--- config.mk ---
export PLATFORM = sky130hd
export DESIGN_NAME = maze_flood_fill
export DESIGN_NICKNAME = d
export VERILOG_FILES = /design/src/sv/mff_pkg.sv /design/src/sv/mff_ram.sv /design/src/sv/mff_dp.sv /design/src/sv/mff_ctrl.sv /design/src/sv/maze_flood_fill.sv
export VERILOG_INCLUDE_DIRS = /design/src /design/src/sv
export SDC_FILE = /design/constraint.sdc
export NUM_CORES = 2
export LEC_CHECK = 0
export BUFFER_PORTS_ARGS = -buffer_cell sky130_fd_sc_hd__clkbuf_2
export CORE_MARGIN = 5
export CORE_UTILIZATION = 50
export CTS_BUF_LIST = sky130_fd_sc_hd__clkbuf_4 sky130_fd_sc_hd__clkbuf_8
export DETAILED_ROUTE_END_ITERATION = 8
export PLACE_DENSITY = 0.64
export RECOVER_POWER = 25
export SLEW_MARGIN = 25
export SYNTH_ARGS = -nofsm -noshare
export SYNTH_HDL_FRONTEND = slang
export SYNTH_HIERARCHICAL = 1
export SYNTH_SLANG_ARGS = --single-unit
--- constraint.sdc ---
create_clock -name clk -period 7.6 [get_ports clk]
set_input_delay 1.52 -clock clk [delete_from_list [all_inputs] [get_ports clk]]
set_output_delay 1.52 -clock clk [all_outputs]
set_load 0.05 [all_outputs]
--- src/sv/maze_flood_fill_defines.svh ---
// assertion macros for the maze flood fill block
// expects clk and rst_n in the module that uses them
`ifndef MAZE_FLOOD_FILL_DEFINES_SVH
`define MAZE_FLOOD_FILL_DEFINES_SVH

// condition must hold at every clock out of reset
`define MFF_ASSERT_ALWAYS(lbl, cond, msg) \
  lbl: assert property (@(posedge clk) disable iff (!rst_n) (cond)) else $error(msg);

// trigger implies condition in the same cycle
`define MFF_ASSERT_IMP(lbl, trig, cond, msg) \
  lbl: assert property (@(posedge clk) disable iff (!rst_n) (trig) |-> (cond)) else $error(msg);

`endif

--- src/sv/mff_pkg.sv ---
// shared types and constants for the maze flood fill block
// used by the controller, the datapath and the top level
package mff_pkg;

  localparam int GRID_SIDE_DEF = 8;

  localparam logic [7:0] DIST_NONE = 8'd255;
  localparam logic [7:0] DIST_LAST = 8'd254;

  localparam logic [1:0] OP_WALL  = 2'd0;
  localparam logic [1:0] OP_FLOOD = 2'd1;
  localparam logic [1:0] OP_QUERY = 2'd2;

  localparam logic [1:0] SIDE_N = 2'd0;
  localparam logic [1:0] SIDE_S = 2'd1;
  localparam logic [1:0] SIDE_E = 2'd2;
  localparam logic [1:0] SIDE_W = 2'd3;

  // read address select
  localparam logic [1:0] RA_CUR = 2'd0;
  localparam logic [1:0] RA_NB  = 2'd1;
  localparam logic [1:0] RA_QUE = 2'd2;

  // result select
  localparam logic [1:0] RES_MISS = 2'd0;
  localparam logic [1:0] RES_CELL = 2'd1;
  localparam logic [1:0] RES_HIT  = 2'd2;

  typedef struct packed {
    logic       load;
    logic [1:0] rsel;
    logic       wall_wr;
    logic       wall_nb;
    logic       flood_init;
    logic       pop;
    logic       cur_from_q;
    logic       latch;
    logic       side_clr;
    logic       side_inc;
    logic       flood_side;
    logic       res_ld;
    logic [1:0] res_sel;
  } mff_cmd_t;

  typedef struct packed {
    logic off;
    logic nb_ok;
    logic q_empty;
    logic d_end;
    logic hit;
    logic side_last;
  } mff_stat_t;

endpackage

--- src/sv/mff_ram.sv ---
// generic single write port ram with registered read
// no dependencies
module mff_ram #(
  parameter int WIDTH = 8,
  parameter int DEPTH = 64
) (
  input  logic                     clk,
  input  logic                     we,
  input  logic [$clog2(DEPTH)-1:0] waddr,
  input  logic [WIDTH-1:0]         wdata,
  input  logic [$clog2(DEPTH)-1:0] raddr,
  output logic [WIDTH-1:0]         rdata
);

  logic [WIDTH-1:0] mem [DEPTH];

  always_ff @(posedge clk) begin
    if (we) begin
      mem[waddr] <= wdata;
    end
    rdata <= mem[raddr];
  end

endmodule

--- src/sv/mff_dp.sv ---
// datapath: wall, distance and search queue stores, cell and neighbor logic
// depends on mff_pkg, mff_ram and maze_flood_fill_defines.svh
`include "maze_flood_fill_defines.svh"

module mff_dp
  import mff_pkg::*;
#(
  parameter int GRID_SIDE = GRID_SIDE_DEF
) (
  input  logic       clk,
  input  logic       rst_n,
  input  logic [2:0] in_cell_row,
  input  logic [2:0] in_cell_col,
  input  logic [1:0] in_wall_side,
  input  mff_cmd_t   cmd,
  output mff_stat_t  stat,
  output logic [1:0] res_dir,
  output logic [7:0] res_dist
);

  localparam int CELLS = GRID_SIDE * GRID_SIDE;
  localparam int AW    = $clog2(CELLS);
  localparam int RW    = $clog2(GRID_SIDE);
  localparam int CW    = $clog2(CELLS + 1);
  localparam int QW    = 2 * RW;
  localparam logic [RW-1:0] ROW_LAST = RW'(GRID_SIDE - 1);

  function automatic logic [AW-1:0] cell_idx(input logic [RW-1:0] r, input logic [RW-1:0] c);
    return AW'(int'(r) * GRID_SIDE + int'(c));
  endfunction

  logic [RW-1:0]    cur_row_r, cur_col_r;
  logic             off_r;
  logic [1:0]       side_r;
  logic [3:0]       w_r;
  logic [7:0]       d_r;
  logic [CW-1:0]    head_r, tail_r;
  logic [CELLS-1:0] dv_r, wv_r;
  logic             dvq_r, wvq_r;
  logic [1:0]       res_dir_r;
  logic [7:0]       res_dist_r;

  logic [RW-1:0] nb_row, nb_col;
  logic          nb_ok;
  logic [AW-1:0] cur_idx, nb_idx, q_idx, raddr;
  logic [QW-1:0] q_rdata, q_wdata;
  logic [AW-1:0] q_waddr;
  logic          q_we;
  logic [3:0]    walls_rdata, walls_rd_v, walls_wdata;
  logic [AW-1:0] walls_waddr;
  logic [1:0]    wall_bit;
  logic [7:0]    dist_rdata, dist_rd_v, dist_wdata;
  logic [AW-1:0] dist_waddr;
  logic          dist_we;
  logic          fs_go, init_go;

  assign cur_idx = cell_idx(cur_row_r, cur_col_r);
  assign q_idx   = cell_idx(q_rdata[QW-1:RW], q_rdata[RW-1:0]);

  always_comb begin
    nb_row = cur_row_r;
    nb_col = cur_col_r;
    nb_ok  = 1'b0;
    unique case (side_r)
      SIDE_N: begin
        nb_ok  = cur_row_r != ROW_LAST;
        nb_row = cur_row_r + RW'(1);
      end
      SIDE_S: begin
        nb_ok  = cur_row_r != '0;
        nb_row = cur_row_r - RW'(1);
      end
      SIDE_E: begin
        nb_ok  = cur_col_r != ROW_LAST;
        nb_col = cur_col_r + RW'(1);
      end
      default: begin
        nb_ok  = cur_col_r != '0;
        nb_col = cur_col_r - RW'(1);
      end
    endcase
  end

  assign nb_idx = cell_idx(nb_row, nb_col);

  always_comb begin
    unique case (cmd.rsel)
      RA_NB:   raddr = nb_idx;
      RA_QUE:  raddr = q_idx;
      default: raddr = cur_idx;
    endcase
  end

  assign walls_rd_v = wvq_r ? walls_rdata : 4'b0000;
  assign dist_rd_v  = dvq_r ? dist_rdata : DIST_NONE;

  // wall updates
  assign wall_bit    = cmd.wall_nb ? (side_r ^ 2'b01) : side_r;
  assign walls_waddr = cmd.wall_nb ? nb_idx : cur_idx;
  assign walls_wdata = walls_rd_v | (4'b0001 << wall_bit);

  // search expansion
  assign init_go = cmd.flood_init && !off_r;
  assign fs_go   = cmd.flood_side && nb_ok && !w_r[side_r] && !dv_r[nb_idx] && (d_r < DIST_LAST);

  assign dist_we    = init_go || fs_go;
  assign dist_waddr = init_go ? cur_idx : nb_idx;
  assign dist_wdata = init_go ? 8'd0 : d_r + 8'd1;

  assign q_we    = init_go || fs_go;
  assign q_waddr = init_go ? '0 : tail_r[AW-1:0];
  assign q_wdata = init_go ? {cur_row_r, cur_col_r} : {nb_row, nb_col};

  mff_ram #(.WIDTH(4), .DEPTH(CELLS)) u_walls (
    .clk(clk), .we(cmd.wall_wr), .waddr(walls_waddr), .wdata(walls_wdata),
    .raddr(raddr), .rdata(walls_rdata)
  );

  mff_ram #(.WIDTH(8), .DEPTH(CELLS)) u_dist (
    .clk(clk), .we(dist_we), .waddr(dist_waddr), .wdata(dist_wdata),
    .raddr(raddr), .rdata(dist_rdata)
  );

  mff_ram #(.WIDTH(QW), .DEPTH(CELLS)) u_queue (
    .clk(clk), .we(q_we), .waddr(q_waddr), .wdata(q_wdata),
    .raddr(head_r[AW-1:0]), .rdata(q_rdata)
  );

  always_ff @(posedge clk) begin
    if (!rst_n) begin
      head_r <= '0;
      tail_r <= '0;
      dv_r   <= '0;
      wv_r   <= '0;
      dvq_r  <= 1'b0;
      wvq_r  <= 1'b0;
    end else begin
      dvq_r <= dv_r[raddr];
      wvq_r <= wv_r[raddr];
      if (cmd.flood_init) begin
        dv_r   <= off_r ? '0 : ({{(CELLS-1){1'b0}}, 1'b1} << cur_idx);
        head_r <= '0;
        tail_r <= off_r ? '0 : CW'(1);
      end
      if (fs_go) begin
        dv_r[nb_idx] <= 1'b1;
        tail_r       <= tail_r + CW'(1);
      end
      if (cmd.pop) begin
        head_r <= head_r + CW'(1);
      end
      if (cmd.wall_wr) begin
        wv_r[walls_waddr] <= 1'b1;
      end
    end
  end

  always_ff @(posedge clk) begin
    if (cmd.load) begin
      cur_row_r  <= RW'(in_cell_row);
      cur_col_r  <= RW'(in_cell_col);
      off_r      <= (int'(in_cell_row) >= GRID_SIDE) || (int'(in_cell_col) >= GRID_SIDE);
      side_r     <= in_wall_side;
      res_dir_r  <= SIDE_N;
      res_dist_r <= 8'd0;
    end
    if (cmd.cur_from_q) begin
      cur_row_r <= q_rdata[QW-1:RW];
      cur_col_r <= q_rdata[RW-1:0];
    end
    if (cmd.latch) begin
      w_r <= walls_rd_v;
      d_r <= dist_rd_v;
    end
    if (cmd.side_clr) begin
      side_r <= SIDE_N;
    end
    if (cmd.side_inc) begin
      side_r <= side_r + 2'd1;
    end
    if (cmd.res_ld) begin
      case (cmd.res_sel)
        RES_MISS: begin
          res_dir_r  <= SIDE_N;
          res_dist_r <= DIST_NONE;
        end
        RES_HIT: begin
          res_dir_r  <= side_r;
          res_dist_r <= d_r;
        end
        default: begin
          res_dir_r  <= SIDE_N;
          res_dist_r <= d_r;
        end
      endcase
    end
  end

  assign stat.off       = off_r;
  assign stat.nb_ok     = nb_ok;
  assign stat.q_empty   = head_r == tail_r;
  assign stat.d_end     = (d_r == 8'd0) || (d_r == DIST_NONE);
  assign stat.hit       = nb_ok && !w_r[side_r] && (dist_rd_v == d_r - 8'd1);
  assign stat.side_last = side_r == SIDE_W;

  assign res_dir  = res_dir_r;
  assign res_dist = res_dist_r;

  `MFF_ASSERT_ALWAYS(a_head_le_tail, head_r <= tail_r, "queue head passed tail")
  `MFF_ASSERT_ALWAYS(a_tail_bound, int'(tail_r) <= CELLS, "queue overflow")
  `MFF_ASSERT_IMP(a_expand_known, cmd.flood_side, d_r != DIST_NONE, "expanding unreached cell")
  `MFF_ASSERT_IMP(a_pop_nonempty, cmd.pop, head_r != tail_r, "pop from empty queue")

endmodule

--- src/sv/mff_ctrl.sv ---
// controller state machine sequencing wall, flood and query requests
// depends on mff_pkg
module mff_ctrl
  import mff_pkg::*;
(
  input  logic      clk,
  input  logic      rst_n,
  input  logic      in_valid,
  input  logic [1:0] in_opcode,
  output logic      in_stall,
  output logic      out_valid,
  input  logic      out_stall,
  input  mff_stat_t stat,
  output mff_cmd_t  cmd
);

  localparam logic [3:0] ST_IDLE    = 4'd0;
  localparam logic [3:0] ST_W_A     = 4'd1;
  localparam logic [3:0] ST_W_WA    = 4'd2;
  localparam logic [3:0] ST_W_WB    = 4'd3;
  localparam logic [3:0] ST_F_INIT  = 4'd4;
  localparam logic [3:0] ST_F_POP   = 4'd5;
  localparam logic [3:0] ST_F_FETCH = 4'd6;
  localparam logic [3:0] ST_F_LATCH = 4'd7;
  localparam logic [3:0] ST_F_SIDE  = 4'd8;
  localparam logic [3:0] ST_Q_FETCH = 4'd9;
  localparam logic [3:0] ST_Q_LATCH = 4'd10;
  localparam logic [3:0] ST_Q_TEST  = 4'd11;
  localparam logic [3:0] ST_Q_RD    = 4'd12;
  localparam logic [3:0] ST_Q_CHK   = 4'd13;
  localparam logic [3:0] ST_RESP    = 4'd14;

  logic [3:0] state_r, state_nxt;

  assign in_stall  = state_r != ST_IDLE;
  assign out_valid = state_r == ST_RESP;

  always_comb begin
    state_nxt = state_r;
    cmd       = '0;
    cmd.rsel  = RA_CUR;
    unique case (state_r)
      ST_IDLE: begin
        if (in_valid) begin
          cmd.load = 1'b1;
          case (in_opcode)
            OP_WALL:  state_nxt = ST_W_A;
            OP_FLOOD: state_nxt = ST_F_INIT;
            OP_QUERY: state_nxt = ST_Q_FETCH;
            default:  state_nxt = ST_RESP;
          endcase
        end
      end
      ST_W_A: begin
        state_nxt = (stat.off || !stat.nb_ok) ? ST_RESP : ST_W_WA;
      end
      ST_W_WA: begin
        cmd.wall_wr = 1'b1;
        cmd.rsel    = RA_NB;
        state_nxt   = ST_W_WB;
      end
      ST_W_WB: begin
        cmd.wall_wr = 1'b1;
        cmd.wall_nb = 1'b1;
        state_nxt   = ST_RESP;
      end
      ST_F_INIT: begin
        cmd.flood_init = 1'b1;
        state_nxt      = stat.off ? ST_RESP : ST_F_POP;
      end
      ST_F_POP: begin
        if (stat.q_empty) begin
          state_nxt = ST_RESP;
        end else begin
          cmd.pop   = 1'b1;
          state_nxt = ST_F_FETCH;
        end
      end
      ST_F_FETCH: begin
        cmd.cur_from_q = 1'b1;
        cmd.rsel       = RA_QUE;
        state_nxt      = ST_F_LATCH;
      end
      ST_F_LATCH: begin
        cmd.latch    = 1'b1;
        cmd.side_clr = 1'b1;
        state_nxt    = ST_F_SIDE;
      end
      ST_F_SIDE: begin
        cmd.flood_side = 1'b1;
        cmd.side_inc   = 1'b1;
        if (stat.side_last) begin
          state_nxt = ST_F_POP;
        end
      end
      ST_Q_FETCH: begin
        if (stat.off) begin
          cmd.res_ld  = 1'b1;
          cmd.res_sel = RES_MISS;
          state_nxt   = ST_RESP;
        end else begin
          state_nxt = ST_Q_LATCH;
        end
      end
      ST_Q_LATCH: begin
        cmd.latch    = 1'b1;
        cmd.side_clr = 1'b1;
        state_nxt    = ST_Q_TEST;
      end
      ST_Q_TEST: begin
        if (stat.d_end) begin
          cmd.res_ld  = 1'b1;
          cmd.res_sel = RES_CELL;
          state_nxt   = ST_RESP;
        end else begin
          state_nxt = ST_Q_RD;
        end
      end
      ST_Q_RD: begin
        cmd.rsel  = RA_NB;
        state_nxt = ST_Q_CHK;
      end
      ST_Q_CHK: begin
        if (stat.hit) begin
          cmd.res_ld  = 1'b1;
          cmd.res_sel = RES_HIT;
          state_nxt   = ST_RESP;
        end else if (stat.side_last) begin
          cmd.res_ld  = 1'b1;
          cmd.res_sel = RES_CELL;
          state_nxt   = ST_RESP;
        end else begin
          cmd.side_inc = 1'b1;
          state_nxt    = ST_Q_RD;
        end
      end
      ST_RESP: begin
        if (!out_stall) begin
          state_nxt = ST_IDLE;
        end
      end
      default: begin
        state_nxt = ST_IDLE;
      end
    endcase
  end

  always_ff @(posedge clk) begin
    if (!rst_n) begin
      state_r <= ST_IDLE;
    end else begin
      state_r <= state_nxt;
    end
  end

endmodule

--- src/sv/maze_flood_fill.sv ---
// top level of the maze flood fill block: controller plus datapath
// depends on mff_pkg, mff_ctrl and mff_dp
//
//  channel | ports                                        | direction
//  in      | in_valid in_stall in_opcode in_cell_row      | request in
//          | in_cell_col in_wall_side                     |
//  out     | out_valid out_stall out_step_direction       | result out
//          | out_cell_distance                            |
//
// one request at a time; in_stall is high from acceptance until the result is taken
// wall, query and flood each run their own state sequence; flood work grows with the number
// of reachable cells and is bound by the single read port of the cell stores
// reset needs no clearing pass: per-cell valid bits give the reset values at once
// a stalled result holds the block until out_stall drops
module maze_flood_fill
  import mff_pkg::*;
#(
  parameter int GRID_SIDE = GRID_SIDE_DEF
) (
  input  logic       clk,
  input  logic       rst_n,
  input  logic       in_valid,
  output logic       in_stall,
  input  logic [1:0] in_opcode,
  input  logic [2:0] in_cell_row,
  input  logic [2:0] in_cell_col,
  input  logic [1:0] in_wall_side,
  output logic       out_valid,
  input  logic       out_stall,
  output logic [1:0] out_step_direction,
  output logic [7:0] out_cell_distance
);

  mff_cmd_t  cmd;
  mff_stat_t stat;

  mff_ctrl u_ctrl (
    .clk(clk), .rst_n(rst_n), .in_valid(in_valid), .in_opcode(in_opcode),
    .in_stall(in_stall), .out_valid(out_valid), .out_stall(out_stall),
    .stat(stat), .cmd(cmd)
  );

  mff_dp #(.GRID_SIDE(GRID_SIDE)) u_dp (
    .clk(clk), .rst_n(rst_n), .in_cell_row(in_cell_row), .in_cell_col(in_cell_col),
    .in_wall_side(in_wall_side), .cmd(cmd), .stat(stat),
    .res_dir(out_step_direction), .res_dist(out_cell_distance)
  );

endmodule
==> flow_metrics.tcl <==
set metrics [dict create \
    numCtsBuffers 210 \
    initial_utilization_pct 50.5 \
    overflow 0 \
    synth_edf_count 1182 \
    path_class "register to register" \
    cts.path.max_buffers 3 \
    fin_crit_sh_pct 92.3 \
    syn-instance-count 3601 \
    synth_top_area_share_pct 62.3 \
    synth_nets 3628 \
    async_reset_ff_share_pct 0 \
    yosys.cell_types.count 101 \
    routed_via_density 6.25 \
    worst_ep_required_time_ns 8.07 \
    cts_tree "done" \
    cts.clk_slew.worst_paths_ns 0.06 \
    status "finished with violations" \
    antenna_found_initial 4 \
    mostFrequentLayoutCell "edfxtp_1" \
    worst_slew_pin_slew_ns 3.57 \
    grt_pass1_vias 32800 \
    post_cts_resized 0 \
    ys_seq_area_share_pct 68.2 \
    die_w_um 347 \
    dr_total_vias 33600 \
    synth.area.top_cells "edfxtp_1 (62%), mux4_2 (11%), dfxtp_1 (5.8%)" \
    syn2layout_area_growth_pct 10.1 \
    cts_max_level 4 \
    detail-route-antenna-nets 0 \
    hold_viol_final 0 \
    cts_hold_buf 0 \
    drive_gt1_share_pct 20.4 \
    die-area_um2 121000 \
    fin_crit_ns 7.01 \
    path_cells "inv_1, ha_1, fa_1, nor3_2, nor2_1, o21a_1, a2111oi_0, a211oi_1, nor2b_1, inv_1, or2_1, nand2_1, nor2b_1, nand3_1, nor2_1" \
    cp-end-kind "register" \
    netlist_area_um2 56900 \
    final_core_util_pct 55.6 \
    drt_first_pass_iters 6 \
    drcViolationCount 0 \
    rows 123 \
    finalClockSkew_ns 0.0508 \
    grt_setup_unrepaired "false" \
    wl_per_cell_um 26.7 \
    drv_cap 15 \
    p_per_area_nw_per_um2 393 \
    gp_congestion 0.985 \
    grt_max_degree 119 \
    cp_num_buf_inv 2 \
    cts_setup_buffers 0 \
    pin_count 26 \
    grt_usage_pct 23.5 \
    start_kind "register" \
    cp.arrival_ns 7.48 \
    insertion_delay_ns 0.88 \
    slowest_stage "fa_1" \
    place_hpwl_um 87100 \
    grt_pass1_wl_um 215000 \
    hold_path_depth 1 \
    fin_nets 3711 \
    cpPeakStageDelay_ns 0.96 \
    crit_fanout 15 \
    drv_slew 886 \
    drt-initial-drc-count 3958 \
    setup_tns_ns 0 \
    setup_viol 0 \
    cp_top_family "simple AND/OR/NAND/NOR gates" \
    avgSynthCellArea_um2 15.8 \
    synth-seq-cells 1348 \
    numClockSinks 1348 \
    slew_headroom_pct -138 \
    mostFrequentLayoutCells "edfxtp_1 (1182), nor2_1 (448), mux4_2 (275), clkbuf_8 (214), dfxtp_1 (163)" \
    root_buffer "clkbuf_8" \
    yosysWarnings 6 \
    pre_cts_slack_ns 0.740 \
    hp-class "register to register" \
    setup_ws_ns 0.585 \
    violations "capacitance limit, slew limit" \
    yosys.area.top_type "edfxtp_1" \
    port_buffers 25 \
    core_um2 113000 \
    dieHeight_um 347 \
    synth_ff_type "edfxtp_1" \
    path_depth 15 \
    fmax_ghz 0.143 \
    drt-total-wl_um 143000 \
    rr_worst_depth 15 \
    leakage_nw 19.6 \
    ir_drop_v 0.000279 \
]
registers in the layout (all words and copies together), names as in the netlist, 8 cells and up:
register           count
u_dp/res_dist          8
u_dp/dv_r             64
u_dp/u_dist/mem      512
u_dp/wv_r             64
u_dp/u_walls/mem     256
u_dp/d_r               8
u_dp/u_queue/mem     384
u_dp/u_dist/rdata      8
cell families after synthesis:
| kind of cell | Yosys count | share of synthesized area, % |
|---|---|---|
| multiplexers | 401 | 13.9 |
| XOR/XNOR | 36 | 0.554 |
| AND/OR/NAND/NOR | 971 | 7.93 |
| adder cells (fa/ha/maj) | 13 | 0.312 |
| flip-flops | 1348 | 68.2 |
| other | 1 | 0.00658 |
| buffers and inverters | 288 | 2.59 |
| AO/OA/AOI/OAI | 543 | 6.58 |
cell usage after synthesis (all sizes together) (32+ instances only):
cell       n
inv       56
nor2     453
clkbuf   128
edfxtp  1182
mux2      32
o21a      39
buf      100
nand3     86
o21ai     72
mux2i     69
a21oi    109
nand2    150
nand2b    40
dfxtp    166
o22ai     88
mux4     300
nor2b     47
nor3      43
final timing paths:
kind	from	end	slack (ns)
hold reg to reg	u_dp/wv_r[60]	u_dp/wv_r[60]	0.46
setup / recovery	u_dp/side_r[0]	u_dp/u_dist/mem[62][3]	0.59
hold / removal	u_dp/wv_r[60]	u_dp/wv_r[60]	0.46
setup reg to reg	u_dp/side_r[0]	u_dp/u_dist/mem[62][3]	0.59
routing by layer:
layer	part of all wire [%]	routed length (µm)	GRT usage [%]
met1	43	61300	34.9
met2	45	65000	35.0
met3	9.4	13400	5.52
met4	2.5	3550	6.77
met5	0	0	0
power breakdown:
group	switching [mW]	internal, mW	leakage, nW
Sequential	0.190	9.74	12.0
Clock	2.87	3.31	2.29
Combinational	5.93	2.61	5.28
Total	9.00	15.7	19.6
metrics by stage:
step	total power [mW]	std cells	hold slack [ns]	cell area (µm²)
floorplan	15.5	3601	0.431	56900
global placement	18.5	4971	0.448	58500
detailed placement	18.5	4971	0.452	58500
CTS	24.7	5366	0.465	62800
global route	25.7	5370	0.481	62700
finish	24.7	5370	0.461	62700
final cells by class:
cell class                      count  area, µm²
Fill cell                        8852      50100
Sequential cell                  1348      38800
Clock buffer                      285       3480
Antenna cell                        3       7.51
Timing Repair Buffer               99        683
Multi-Input combinational cell   1965      16800
Tap cell                         1500       1880
Inverter                           60        246
Clock inverter                    110        826
Note: power is estimated with default switching activity, not from simulation.
